[src/hdl/ppb_pkg.sv]
`default_nettype none
// ----------------------------------------------------------------------------
// ppb_pkg
// Types and constants shared by the particle project/bounce block.
// ----------------------------------------------------------------------------
package ppb_pkg;

  localparam int DIV_W = 26;

  localparam logic [15:0] DEPTH_BIAS = 16'd9000;
  localparam logic [15:0] COL_BIAS   = 16'd20;
  localparam logic [15:0] ROW_BIAS   = 16'd24;
  localparam logic [15:0] COL_LIMIT  = 16'd39;
  localparam logic [15:0] ROW_LIMIT  = 16'd47;
  localparam logic [DIV_W-1:0] SHADOW_NUM = DIV_W'(32'h80000);

  localparam logic [2:0] REG_ROT_SINE   = 3'd0;
  localparam logic [2:0] REG_ROT_COSINE = 3'd1;
  localparam logic [2:0] REG_GRAVITY    = 3'd2;
  localparam logic [2:0] REG_DAMPING    = 3'd3;
  localparam logic [2:0] REG_FLOOR      = 3'd4;

  localparam logic KIND_LOAD = 1'b0;

  typedef struct packed {
    logic        kind;
    logic [7:0]  dot_index;
    logic [15:0] pos_x;
    logic [15:0] pos_y;
    logic [15:0] pos_z;
    logic [15:0] speed_y;
  } in_item_t;

  typedef struct packed {
    logic [5:0] screen_col;
    logic [5:0] shadow_row;
    logic [5:0] ball_row;
    logic       shadow_drawn;
    logic       ball_drawn;
  } out_item_t;

  typedef struct packed {
    logic [15:0] rot_sine;
    logic [15:0] rot_cosine;
    logic [15:0] gravity_step;
    logic [15:0] bounce_damping;
    logic [15:0] floor_level;
  } cfg_t;

  typedef enum logic [1:0] {
    DSEL_COL,
    DSEL_SHD,
    DSEL_BALL
  } div_sel_e;

  typedef struct packed {
    logic     capture;
    logic     clr_wr;
    logic     ld_wr;
    logic     prod;
    logic     geom;
    logic     div_go;
    div_sel_e div_sel;
    logic     take_col;
    logic     take_shd;
    logic     upd_add;
    logic     upd_mul;
    logic     upd_wr;
    logic     take_ball;
    logic     res_load;
    logic     res_zero;
  } cmd_t;

  typedef struct packed {
    logic kind;
    logic in_range;
    logic clr_last;
    logic div_done;
    logic col_ok;
    logic shd_ok;
    logic out_free;
  } status_t;

  typedef enum logic [4:0] {
    ST_CLEAR,
    ST_IDLE,
    ST_DECODE,
    ST_FETCH,
    ST_GEOM,
    ST_COL_GO,
    ST_COL_WAIT,
    ST_COL_CHK,
    ST_SHD_GO,
    ST_SHD_WAIT,
    ST_SHD_CHK,
    ST_UPD_ADD,
    ST_UPD_MUL,
    ST_UPD_WR,
    ST_BALL_GO,
    ST_BALL_WAIT,
    ST_RESULT,
    ST_RES_ZERO
  } state_e;

endpackage
`default_nettype wire

[src/hdl/ppb_ctrl.sv]
`default_nettype none
// ----------------------------------------------------------------------------
// ppb_ctrl
// Controller: clearing pass, item decode and step sequencing.
// ----------------------------------------------------------------------------
module ppb_ctrl
  import ppb_pkg::*;
(
  input  wire logic    clk_i,
  input  wire logic    rst_ni,
  input  wire logic    in_valid_i,
  output logic         in_ready_o,
  input  wire status_t status_i,
  output cmd_t         cmd_o
);

  state_e state_q, state_d;

  always_ff @(posedge clk_i or negedge rst_ni) begin
    if (!rst_ni) begin
      state_q <= ST_CLEAR;
    end else begin
      state_q <= state_d;
    end
  end

  always_comb begin
    state_d       = state_q;
    cmd_o         = '0;
    cmd_o.div_sel = DSEL_COL;
    in_ready_o    = 1'b0;
    case (state_q)
      ST_CLEAR: begin
        cmd_o.clr_wr = 1'b1;
        if (status_i.clr_last) state_d = ST_IDLE;
      end
      ST_IDLE: begin
        in_ready_o    = 1'b1;
        cmd_o.capture = in_valid_i;
        if (in_valid_i) state_d = ST_DECODE;
      end
      ST_DECODE: begin
        if (status_i.kind == KIND_LOAD) begin
          cmd_o.ld_wr = status_i.in_range;
          state_d     = ST_IDLE;
        end else if (!status_i.in_range) begin
          state_d = ST_RES_ZERO;
        end else begin
          state_d = ST_FETCH;
        end
      end
      ST_FETCH: begin
        cmd_o.prod = 1'b1;
        state_d    = ST_GEOM;
      end
      ST_GEOM: begin
        cmd_o.geom = 1'b1;
        state_d    = ST_COL_GO;
      end
      ST_COL_GO: begin
        cmd_o.div_go = 1'b1;
        state_d      = ST_COL_WAIT;
      end
      ST_COL_WAIT: begin
        if (status_i.div_done) begin
          cmd_o.take_col = 1'b1;
          state_d        = ST_COL_CHK;
        end
      end
      ST_COL_CHK: begin
        state_d = status_i.col_ok ? ST_SHD_GO : ST_RES_ZERO;
      end
      ST_SHD_GO: begin
        cmd_o.div_sel = DSEL_SHD;
        cmd_o.div_go  = 1'b1;
        state_d       = ST_SHD_WAIT;
      end
      ST_SHD_WAIT: begin
        if (status_i.div_done) begin
          cmd_o.take_shd = 1'b1;
          state_d        = ST_SHD_CHK;
        end
      end
      ST_SHD_CHK: begin
        state_d = status_i.shd_ok ? ST_UPD_ADD : ST_RES_ZERO;
      end
      ST_UPD_ADD: begin
        cmd_o.upd_add = 1'b1;
        state_d       = ST_UPD_MUL;
      end
      ST_UPD_MUL: begin
        cmd_o.upd_mul = 1'b1;
        state_d       = ST_UPD_WR;
      end
      ST_UPD_WR: begin
        cmd_o.upd_wr = 1'b1;
        state_d      = ST_BALL_GO;
      end
      ST_BALL_GO: begin
        cmd_o.div_sel = DSEL_BALL;
        cmd_o.div_go  = 1'b1;
        state_d       = ST_BALL_WAIT;
      end
      ST_BALL_WAIT: begin
        if (status_i.div_done) begin
          cmd_o.take_ball = 1'b1;
          state_d         = ST_RESULT;
        end
      end
      ST_RESULT: begin
        if (status_i.out_free) begin
          cmd_o.res_load = 1'b1;
          state_d        = ST_IDLE;
        end
      end
      ST_RES_ZERO: begin
        if (status_i.out_free) begin
          cmd_o.res_zero = 1'b1;
          state_d        = ST_IDLE;
        end
      end
      default: state_d = ST_IDLE;
    endcase
  end

endmodule
`default_nettype wire

[config.mk]
export PLATFORM = sky130hd
export DESIGN_NAME = ppb_ctrl
export DESIGN_NICKNAME = d
export VERILOG_FILES = /design/src/hdl/ppb_pkg.sv /design/src/hdl/ppb_ctrl.sv
export SDC_FILE = /design/constraint.sdc
export NUM_CORES = 1
export LEC_CHECK = 0
export ABC_AREA = 1
export BUFFER_PORTS_ARGS = -buffer_cell sky130_fd_sc_hd__buf_2
export CAP_MARGIN = 40
export CORE_MARGIN = 8
export CORE_UTILIZATION = 45
export DETAILED_ROUTE_END_ITERATION = 7
export GPL_ROUTABILITY_DRIVEN = 0
export GPL_TIMING_DRIVEN = 0
export PLACE_DENSITY = 0.77
export SLEW_MARGIN = 20
export SYNTH_ARGS = -nofsm -noshare
export SYNTH_HDL_FRONTEND = slang
export SYNTH_SLANG_ARGS = --single-unit
[constraint.sdc]
create_clock -name clk_i -period 1.7 [get_ports clk_i]
set_input_delay 0.34 -clock clk_i [delete_from_list [all_inputs] [get_ports clk_i]]
set_output_delay 0.34 -clock clk_i [all_outputs]
set_load 0.01 [all_outputs]
* Word level (Yosys, flattened, before mapping)
Index checks and enable logic that the tools add are counted.
** Word-level totals
- Register bits after elaboration :: 5
- Output and inout port bits :: 17
- Bits in latches :: 0
- RAM bits :: 0
- Memories :: 0
- Bits in read-only memories :: 0
** Operators by class
- Div/mod/pow operators :: 0
- Multiply operators :: 0
- Muxes and demuxes :: 30
- Add/subtract/negate cells :: 0
- Bitwise gates (word level) :: 0
- Reductions and logical operators :: 4
- Equal/unequal tests :: 23
- Magnitude comparators :: 0
- Shift operators :: 0
** Operator list (number)
- $pmux 5 s17 :: 1
- $mux 5 :: 10
- $eq 5x4->1 const B :: 8
- $eq 5x3->1 const B :: 4
- $mux 1 :: 18
- $eq 5x2->1 const B :: 2
- $eq 5x5->1 const B :: 2
- $ne 2x2->1 const B :: 5
- $reduce_and 6->1 :: 1
- $eq 5x1->1 const B :: 1
- $logic_not 5->1 :: 1
- $pmux 2 s2 :: 1
- $reduce_or 3->1 :: 1
- $ne 2x1->1 const B :: 1
- $reduce_or 2->1 :: 1

* Logic depth before layout (Yosys ltp)
Gate-level depths: netlist of the first run.
- Depth after elaboration :: 4
- Gate-level depth with buffers :: 9

* Worst setup path before layout of the first run
Ideal clock, no wire load.
- Path kind :: register to output
- From :: reg state_q[0]
- To :: out cmd_o[10] (netlist name)
- Cell stages (with the launch flop) :: 6
- Arrival time :: 1.179 ns
- Path slack :: 0.181 ns
- Path buffers :: 0
- Path through :: dfrtp_1 > nor2_1 > nand2_1 > nor2_1 > nor2_1 > o21ai_0
** RTL lines
- from (decl) :: line ppb_ctrl.sv:17 : state_e state_q, state_d;
- from (signal assigned) :: line ppb_ctrl.sv:23 : state_q <= state_d;
- to (decl) :: line ppb_ctrl.sv:14 : output cmd_t cmd_o

==> results of run 1 <==
==> through the flow <==
| step | power [mW] | setup TNS [ns] | cells | util | setup slack (ns) |
|---|---|---|---|---|---|
| 5_1_grt | 1.99 | -0.610 | 169 | 0.785 | -0.122 |
| 3_3_place_gp | 1.16 | 0 | 151 | 0.591 | 0.103 |
| 4_1_cts | 1.40 | -0.0736 | 157 | 0.644 | -0.0716 |
| 2_1_floorplan | 0.925 | 0 | 110 | - | 0.181 |
| 6_report | 1.83 | -0.146 | 169 | 0.785 | -0.0753 |
| 3_5_place_dp | 1.18 | 0 | 151 | 0.591 | 0.0765 |
==> cell usage in the layout (no fill, tap or decap), drive strengths merged <==
master and count:
clkbuf 4, dfrtp 5, buf 40, nand4 4, nand3b 2, o21ai 4, a21oi 2, nand3 13
inv 19, nand2 33, dlygate4sd3 1, nor2 27
==> layout make-up <==
class	count	share of cell area
tap	15	0.0188
timing repair buffer	40	0.242
multi-input combinational	85	0.496
sequential	5	0.131
clock buffer	4	0.0264
inverter	19	0.0741
buffer	1	0.0113
==> report_power, final <==
| group | total, mW | switching, mW | internal, mW |
|---|---|---|---|
| combinational | 1.38 | 0.811 | 0.568 |
| clock | 0.149 | 0.0592 | 0.0894 |
| sequential | 0.307 | 0.121 | 0.186 |
| total | 1.83 | 0.992 | 0.843 |
==> worst paths after layout <==
path | endpoint | start | slack (ns)
setup / recovery | cmd_o[10] | state_q[2]$_DFFE_PN0P_ | -0.08
hold / removal | state_q[3]$_DFFE_PN0P_ | status_i[3] | 0.34
setup reg to reg | state_q[2]$_DFFE_PN0P_ | state_q[0]$_DFFE_PN0P_ | 0.21
hold reg to reg | state_q[0]$_DFFE_PN0P_ | state_q[0]$_DFFE_PN0P_ | 0.61
max in group asynchronous | state_q[3]$_DFFE_PN0P_ | rst_ni | 1.10
min in group asynchronous | state_q[2]$_DFFE_PN0P_ | rst_ni | 0.43
==> critical path: cells and delay by family (launching register included) <==
family,cells,cell delay [ns]
AO/OA/AOI/OAI,1,0.18
AND/OR/NAND/NOR,1,0.21
flip-flops,1,0.45
buffers and inverters,3,0.34
==> logic make-up after synthesis <==
kind of cell / Yosys count / synth area share
simple gates: 79 / 0.604
buf+inv: 20 / 0.131
compound gates: 6 / 0.0562
flops: 5 / 0.208
==> repair_timing <==
item                                    CTS  global route
buffers inserted                          1            12
hold buffers                              1             0
pin swaps                                 1             9
endpoints found under the setup margin   10            13
gates resized for setup                   9            28
hold endpoints to repair                  5             0
==> layer usage <==
metal / part of all wire / routed length, um / vias up
met4: 0.026 / 58 / 0
met1: 0.38 / 830 / 382
met3: 0.084 / 185 / 7
li1: - / - / 432
met5: 0 / 0 / -
met2: 0.51 / 1120 / 48
==> results.toml, run 1 <==
[synth]
synthDistinctLibCells = 16
async_flop_share = 1.00
netlist_area_sq_um = 601
ys.flop_type = "dfrtp_1"
synth_area_leaders = "dfrtp_1, nand2_1, nor2_1"
synth_commonest_cells = "nand2_1, nor2_1, inv_1"
synth_seq_area_share = 0.208
ys_warn_count = 0
yosysTopAreaCellShare = 0.208
synth.largest_area_cell = "dfrtp_1"
syn_inst = 110
synth.net_count = 120
synth_edf_count = 0
ys_seq_elements = 5
syn_avg_cell_area_sq_um = 5.46
synth.most_common_cell = "nand2_1"

[routing]
drtPass1Iterations = 4
drt-total-wl_mm = 2.19
vias = 869
drt-vias-per-instance = 5.14
remaining_drc_errors = 0
drt_iter0_markers = 40
final_antenna_net_count = 0
wl_per_cell_um = 13.0

[grt]
met3_usage = 0.0170
grt_pass1_vias = 729
track_usage = 0.142
busiest_layer = "met2"
antenna_found_initial = 0
grt_max_degree = 11
met2_usage = 0.251
gr-total-overflow = 0
grt_pass1_wl_mm = 3.01
grtUsageMet1 = 0.159

[placement]
portBuffers = 26
placed_cell_area_sq_um = 749
hpwl_mm = 1.47

[final_layout]
layout.area.seq_sq_um = 130
multiInputGateArea_sq_um = 494
antenna_cells = 0
nFillCells = 97
drive_gt1_frac = 0.513
stdcell_area_sq_um = 996
layout.nets = 165
largest_reg_flops = 5
top_register = "state_q"
area_delta_synth_final_pct = 65.8
largestRegisters = "state_q (5)"

[outcome]
outcome = "finished, violations left"
violations = "setup timing"

[setup_path]
worstPathArrival_ns = 1.44
critical-path-slowest-cell = "dfrtp_2"
rr_worst_depth = 10
end_kind = "output pin"
slowest_delay_ns = 0.45
crit_required_ns = 1.36
cp_cell_sequence = "inv_2 -> nor2_2 -> inv_1 -> o21ai_1 -> buf_2"
startpoint_type = "register"
path_max_fanout = 5
path_class = "reg2out"

[power_and_ir_drop]
ir_worst_vdd_mv = 0.882
p_per_area_nw_per_um2 = 1840
cellLeakagePower_nw = 0.605

[die]
io_pins = 27
die-width_um = 52.5
core-area_sq_um = 1270
initial_core_util = 0.473
die_y_um = 52.5
die_area_sq_um = 2760
rows = 13

[clocking]
cts_buffers = 3
clkTransAtPathRegs_ns = 0.05
root_buffer = "clkbuf_4"
cts_max_path_buffers = 2
cts-htree-levels = 1
clk_latency_ns = 0.26
cts_tree = "done"
cts.sinks = 5

[job]
drv_cap = 0

[timing]
slew_headroom = 0.809
fin_crit_sh = 1.04
setup_slack_ns = -0.0753
fmaxAchievable_mhz = 563
finalHoldViolCount = 0
holdWs_ns = 0.336
clock_skew_ns = 0.00923
setup_violations = 6
fin_crit_ns = 1.78
slew_violations = 0
rsz0062_at_grt = "yes"
worst_pin_slew_ns = 0.285

[hold_path]
holdPathStages = 4
hp-class = "in2reg"
Note: power is estimated with default switching activity, not from simulation.
==> run 2: changes to the inputs <==
--- a/config.mk
+++ b/config.mk
@@ -9,11 +9,11 @@
 export BUFFER_PORTS_ARGS = -buffer_cell sky130_fd_sc_hd__buf_2
 export CAP_MARGIN = 40
 export CORE_MARGIN = 8
-export CORE_UTILIZATION = 45
+export CORE_UTILIZATION = 41
 export DETAILED_ROUTE_END_ITERATION = 7
 export GPL_ROUTABILITY_DRIVEN = 0
 export GPL_TIMING_DRIVEN = 0
-export PLACE_DENSITY = 0.77
+export PLACE_DENSITY = 0.74
 export SLEW_MARGIN = 20
 export SYNTH_ARGS = -nofsm -noshare
 export SYNTH_HDL_FRONTEND = slang
==> constraint.sdc (replaced) <==
create_clock -name clk_i -period 1.6 [get_ports clk_i]
set_input_delay 0.32 -clock clk_i [delete_from_list [all_inputs] [get_ports clk_i]]
set_output_delay 0.32 -clock clk_i [all_outputs]
set_load 0.01 [all_outputs]
==> results.toml, run 2 (same netlist as run 1, synthesis figures left out) <==
[routing]
wl_per_cell_um = 16.1
drt-total-wl_mm = 2.89
drt-vias-per-instance = 5.47
drt_iter0_markers = 36
vias = 985
remaining_drc_errors = 0
final_antenna_net_count = 0
drtPass1Iterations = 4

[final_layout]
layout.nets = 175
drive_gt1_frac = 0.561
area_delta_synth_final_pct = 90.6
top_register = "state_q"
stdcell_area_sq_um = 1140
antenna_cells = 0
final_common_cell = "nand2_1"
largestRegisters = "state_q (5)"
final_cells = 180
nFillCells = 90
final_cell_mix = "nand2_1, buf_2, buf_4"
largest_reg_flops = 5

[clocking]
cts-htree-levels = 1
cts_tree = "done"
clk_latency_ns = 0.25
cts_max_path_buffers = 2
cts.sinks = 5
cts_buffers = 3
clkTransAtPathRegs_ns = 0.05
root_buffer = "clkbuf_4"

[setup_path]
startpoint_type = "register"
cpLargestDelayFamily = "flip-flops"
path_max_fanout = 6
slowest_delay_ns = 0.47
path_buf_inv = 2
cp_cell_sequence = "buf_6 -> nand2_4 -> nor2_4 -> nand2_2 -> nor2_1 -> buf_2"
end_kind = "output pin"
critical-path-slowest-cell = "dfrtp_2"
path_class = "reg2out"
crit_required_ns = 1.28
worstPathArrival_ns = 1.43

[placement]
hpwl_mm = 1.46
place_inst = 152
portBuffers = 26
placed_cell_area_sq_um = 751

[job]
drv_cap = 0

[power_and_ir_drop]
ir_worst_vdd_mv = 1.03
power_mw = 2.31
cellLeakagePower_nw = 0.665
p_per_area_nw_per_um2 = 2010

[timing]
fmaxAchievable_mhz = 573
fin_crit_sh = 1.09
rsz0062_at_grt = "yes"
worst_pin_slew_ns = 0.189
fin_crit_ns = 1.75
slew_headroom = 0.872
setup_slack_ns = -0.145
clock_skew_ns = 0.00516
holdWs_ns = 0.318
finalHoldViolCount = 0
slew_violations = 0
setup_violations = 15

[die]
initial_core_util = 0.418
core-area_sq_um = 1440
die-width_um = 54.3
rows = 14
io_pins = 27
die_y_um = 54.3
die_area_sq_um = 2950

[grt]
gr-total-overflow = 0
grt_max_degree = 9
grt_pass1_vias = 773
antenna_found_initial = 0
track_usage = 0.145
grt_pass1_wl_mm = 3.22

[outcome]
outcome = "finished, violations left"
violations = "setup timing"

[hold_path]
hp-class = "in2reg"
run 2: per-layer routing:
| metal | track usage | part of all wire | vias to the layer above |
|---|---|---|---|
| met5 | 0 | 0 | - |
| met4 | 0.0656 | 0.040 | 0 |
| met3 | 0.0380 | 0.061 | 16 |
| met2 | 0.260 | 0.52 | 58 |
| met1 | 0.156 | 0.38 | 458 |
| li1 | - | - | 453 |
run 2: final cells by class:
class / instances / area, sq um / share of cell area
Multi-Input combinational cell: 85 / 517 / 0.451
Timing Repair Buffer: 50 / 364 / 0.318
Sequential cell: 5 / 130 / 0.114
Inverter: 19 / 76.3 / 0.0667
Clock buffer: 4 / 26.3 / 0.0230
Tap cell: 16 / 20.0 / 0.0175
Buffer: 1 / 11.3 / 0.00984
run 2: report_power, final:
group	leakage (nW)	switching, mW	internal, mW
Clock	0.0150	0.0596	0.0948
Sequential	0.0598	0.120	0.197
Combinational	0.590	1.03	0.808
Total	0.665	1.21	1.10
run 2: what timing repair did:
| item | in CTS | in global routing |
|---|---|---|
| resized for setup | 20 | 30 |
| endpoints found under the hold margin | 5 | 0 |
| buffers inserted | 15 | 9 |
| endpoints found under the setup margin | 15 | 16 |
| gates cloned | 0 | 0 |
| hold buffers | 1 | 0 |
| pin swaps | 7 | 15 |
run 2: worst reg2reg max path, delay by kind of cell, from the launching register on:
kind / cells / cell delay, ns
simple gates: 6 / 0.51
flops: 1 / 0.37
buf+inv: 5 / 0.61
run 2: worst paths after layout:
check / from / endpoint / slack [ns] / cells past startpoint
max: state_q[0]$_DFFE_PN0P_ / cmd_o[15] / -0.15 / 6
min: status_i[3] / state_q[3]$_DFFE_PN0P_ / 0.32 / 4
max reg2reg: state_q[4]$_DFFE_PN0P_ / state_q[0]$_DFFE_PN0P_ / 0.04 / 11
min reg2reg: state_q[0]$_DFFE_PN0P_ / state_q[0]$_DFFE_PN0P_ / 0.73 / 3
max in group asynchronous: rst_ni / state_q[2]$_DFFE_PN0P_ / 1.03 / 2
min in group asynchronous: rst_ni / state_q[4]$_DFFE_PN0P_ / 0.42 / 2
run 2: stage by stage:
step                      setup WS [ns]   util  TNS, ns
after global routing             -0.199  0.797    -2.04
final                            -0.145  0.797    -1.02
after CTS                       -0.0533  0.672   -0.179
after detailed placement         0.0279  0.523        0
after global placement           0.0173  0.523        0
after floorplan                   0.101      -        0
==> run 3: changes to the inputs <==
--- a/config.mk
+++ b/config.mk
@@ -7,13 +7,12 @@
 export LEC_CHECK = 0
 export ABC_AREA = 1
 export BUFFER_PORTS_ARGS = -buffer_cell sky130_fd_sc_hd__buf_2
-export CAP_MARGIN = 40
 export CORE_MARGIN = 8
 export CORE_UTILIZATION = 41
 export DETAILED_ROUTE_END_ITERATION = 7
 export GPL_ROUTABILITY_DRIVEN = 0
 export GPL_TIMING_DRIVEN = 0
-export PLACE_DENSITY = 0.74
+export PLACE_DENSITY = 0.73
 export SLEW_MARGIN = 20
 export SYNTH_ARGS = -nofsm -noshare
 export SYNTH_HDL_FRONTEND = slang
==> results.toml, run 3 (same netlist as run 1, synthesis figures left out) <==
[outcome]
outcome = "finished, violations left"
violations = "setup timing"

[placement]
portBuffers = 26
placed_cell_area_sq_um = 751
hpwl_mm = 1.53

[die]
core-area_sq_um = 1440
initial_core_util = 0.418
die_area_sq_um = 2950
io_pins = 27
die_y_um = 54.3
die-width_um = 54.3
rows = 14

[setup_path]
critical-path-slowest-cell = "dfrtp_2"
cp-endpoint = "cmd_o[15]"
path_max_fanout = 6
cp_cell_sequence = "inv_2 -> nand2_4 -> nor2_4 -> nand2_2 -> nor2_1 -> buf_2"
path_buf_inv = 2
crit_required_ns = 1.28
path_depth = 6
rr_startpoint = "state_q[0]$_DFFE_PN0P_"
slowest_delay_ns = 0.47
startpoint_type = "register"
rrSetupSlack_ns = 0.10
crit_path_start = "state_q[1]$_DFFE_PN0P_"
cpLargestDelayFamily = "flip-flops"
end_kind = "output pin"
worstPathArrival_ns = 1.37
r2r_end = "state_q[1]$_DFFE_PN0P_"
rr_worst_depth = 11
path_class = "reg2out"

[grt]
met2_usage = 0.290
grt_max_degree = 7
gr-total-overflow = 0
grt_pass1_wl_mm = 3.35
antenna_found_initial = 0
grt_pass1_vias = 825
track_usage = 0.148
grtUsageMet1 = 0.155
met3_usage = 0.0245
busiest_layer = "met2"

[power_and_ir_drop]
power_mw = 2.30
p_comb_frac = 0.789
p_per_area_nw_per_um2 = 2000
cellLeakagePower_nw = 0.683
power_frac_clock = 0.064
internal-power_mw = 1.10
p_sw_frac = 0.521
seq_power_share = 0.147
switchingPower_mw = 1.20
ir_worst_vdd_mv = 1.20

[final_layout]
layout.nets = 176
stdcell_area_sq_um = 1150
final_common_cell = "buf_2"
top_register = "state_q"
final_cell_mix = "buf_2, nand2_1, buf_4"
largestRegisters = "state_q (5)"
multiInputGateArea_sq_um = 519
drive_gt1_frac = 0.576
nFillCells = 98
antenna_cells = 0
layout.area.seq_sq_um = 130
largest_reg_flops = 5
area_delta_synth_final_pct = 91.2

[clocking]
clkTransAtPathRegs_ns = 0.04
cts_max_path_buffers = 2
clk_latency_ns = 0.24
cts_buffers = 3
cts-htree-levels = 1
cts_tree = "done"
cts.sinks = 5
root_buffer = "clkbuf_4"

[routing]
final_antenna_net_count = 0
drt-total-wl_mm = 2.63
drtPass1Iterations = 4
drt_iter0_markers = 39
drt-vias-per-instance = 5.28
remaining_drc_errors = 0
vias = 955
wl_per_cell_um = 14.5

[timing]
clock_skew_ns = 0.00684
fin_crit_ns = 1.69
slew_violations = 0
worst_pin_slew_ns = 0.262
fmaxAchievable_mhz = 591
setup_slack_ns = -0.0907
rsz0062_at_grt = "yes"
slew_headroom = 0.823
holdWs_ns = 0.340
setup_violations = 13
finalHoldViolCount = 0
fin_crit_sh = 1.06

[job]
drv_cap = 0

[hold_path]
hp-class = "in2reg"
## run 3: cell count changes in the layout (fill, tap and decap cells not counted)
| cell | change |
|---|---|
| nor2_1 | +1 |
| nand2_4 | +1 |
| nor2_4 | -1 |
| nand2_1 | -2 |
| buf_4 | +1 |
| inv_4 | +1 |
| nand2_2 | +1 |
| buf_6 | +1 |
| buf_12 | -1 |
| inv_1 | -1 |
## run 3: worst min-delay path by stage
stage	endpoint	start	cells after the start	slack, ns
after floorplan	state_q[0]$_DFFE_PN0P_	rst_ni	0	0.02
after global placement	state_q[4]$_DFFE_PN0P_	rst_ni	1	0.13
after detailed placement	state_q[4]$_DFFE_PN0P_	rst_ni	1	0.14
after CTS	state_q[3]$_DFFE_PN0P_	status_i[3]	4	0.33
after global routing	state_q[3]$_DFFE_PN0P_	status_i[3]	4	0.36
final	state_q[3]$_DFFE_PN0P_	status_i[3]	4	0.34
## run 3: final cells by class
| class | count | area share |
|---|---|---|
| clock buffers | 4 | 0.0229 |
| well taps | 16 | 0.0174 |
| flip-flops and latches | 5 | 0.113 |
| repair buffers | 51 | 0.316 |
| inverters | 19 | 0.0686 |
| plain buffers | 1 | 0.00980 |
| multi-input cells | 85 | 0.452 |
## run 3: per-stage QoR
step	TNS [ns]	utilization	instances	setup slack (ns)
after floorplan	0	-	110	0.101
after global placement	0	0.523	152	0.0127
after detailed placement	0	0.523	152	0.0153
after CTS	-0.187	0.652	167	-0.0543
after global routing	-1.52	0.800	181	-0.185
final	-0.656	0.800	181	-0.0907
## run 3: repair_timing
item,4_1_cts,5_1_grt
setup buffers,10,14
hold buffers,1,0
pin swaps,6,11
hold endpoints to repair,5,0
resized for setup,23,31
cloned,0,0
setup endpoints to repair,16,16
## run 3: power groups by stage
stage / clock network [mW] / registers (mW) / logic, mW
4_1_cts: 0.149 / 0.302 / 1.32
2_1_floorplan: 0 / 0.254 / 0.729
5_1_grt: 0.157 / 0.341 / 1.96
3_3_place_gp: 0 / 0.271 / 0.969
6_report: 0.147 / 0.339 / 1.81
3_5_place_dp: 0 / 0.270 / 0.987
## run 3: layer usage
layer  wire length (um)  up-vias
met4                 46        0
met1               1040      453
met5                  0        -
met2               1410       40
li1                   -      456
met3                132        6
## run 3: tightest hold or removal path, stage by stage
cell     delay (ns)
buf_2          0.09
a21oi_1        0.04
inv_1          0.04
nand2_1        0.05
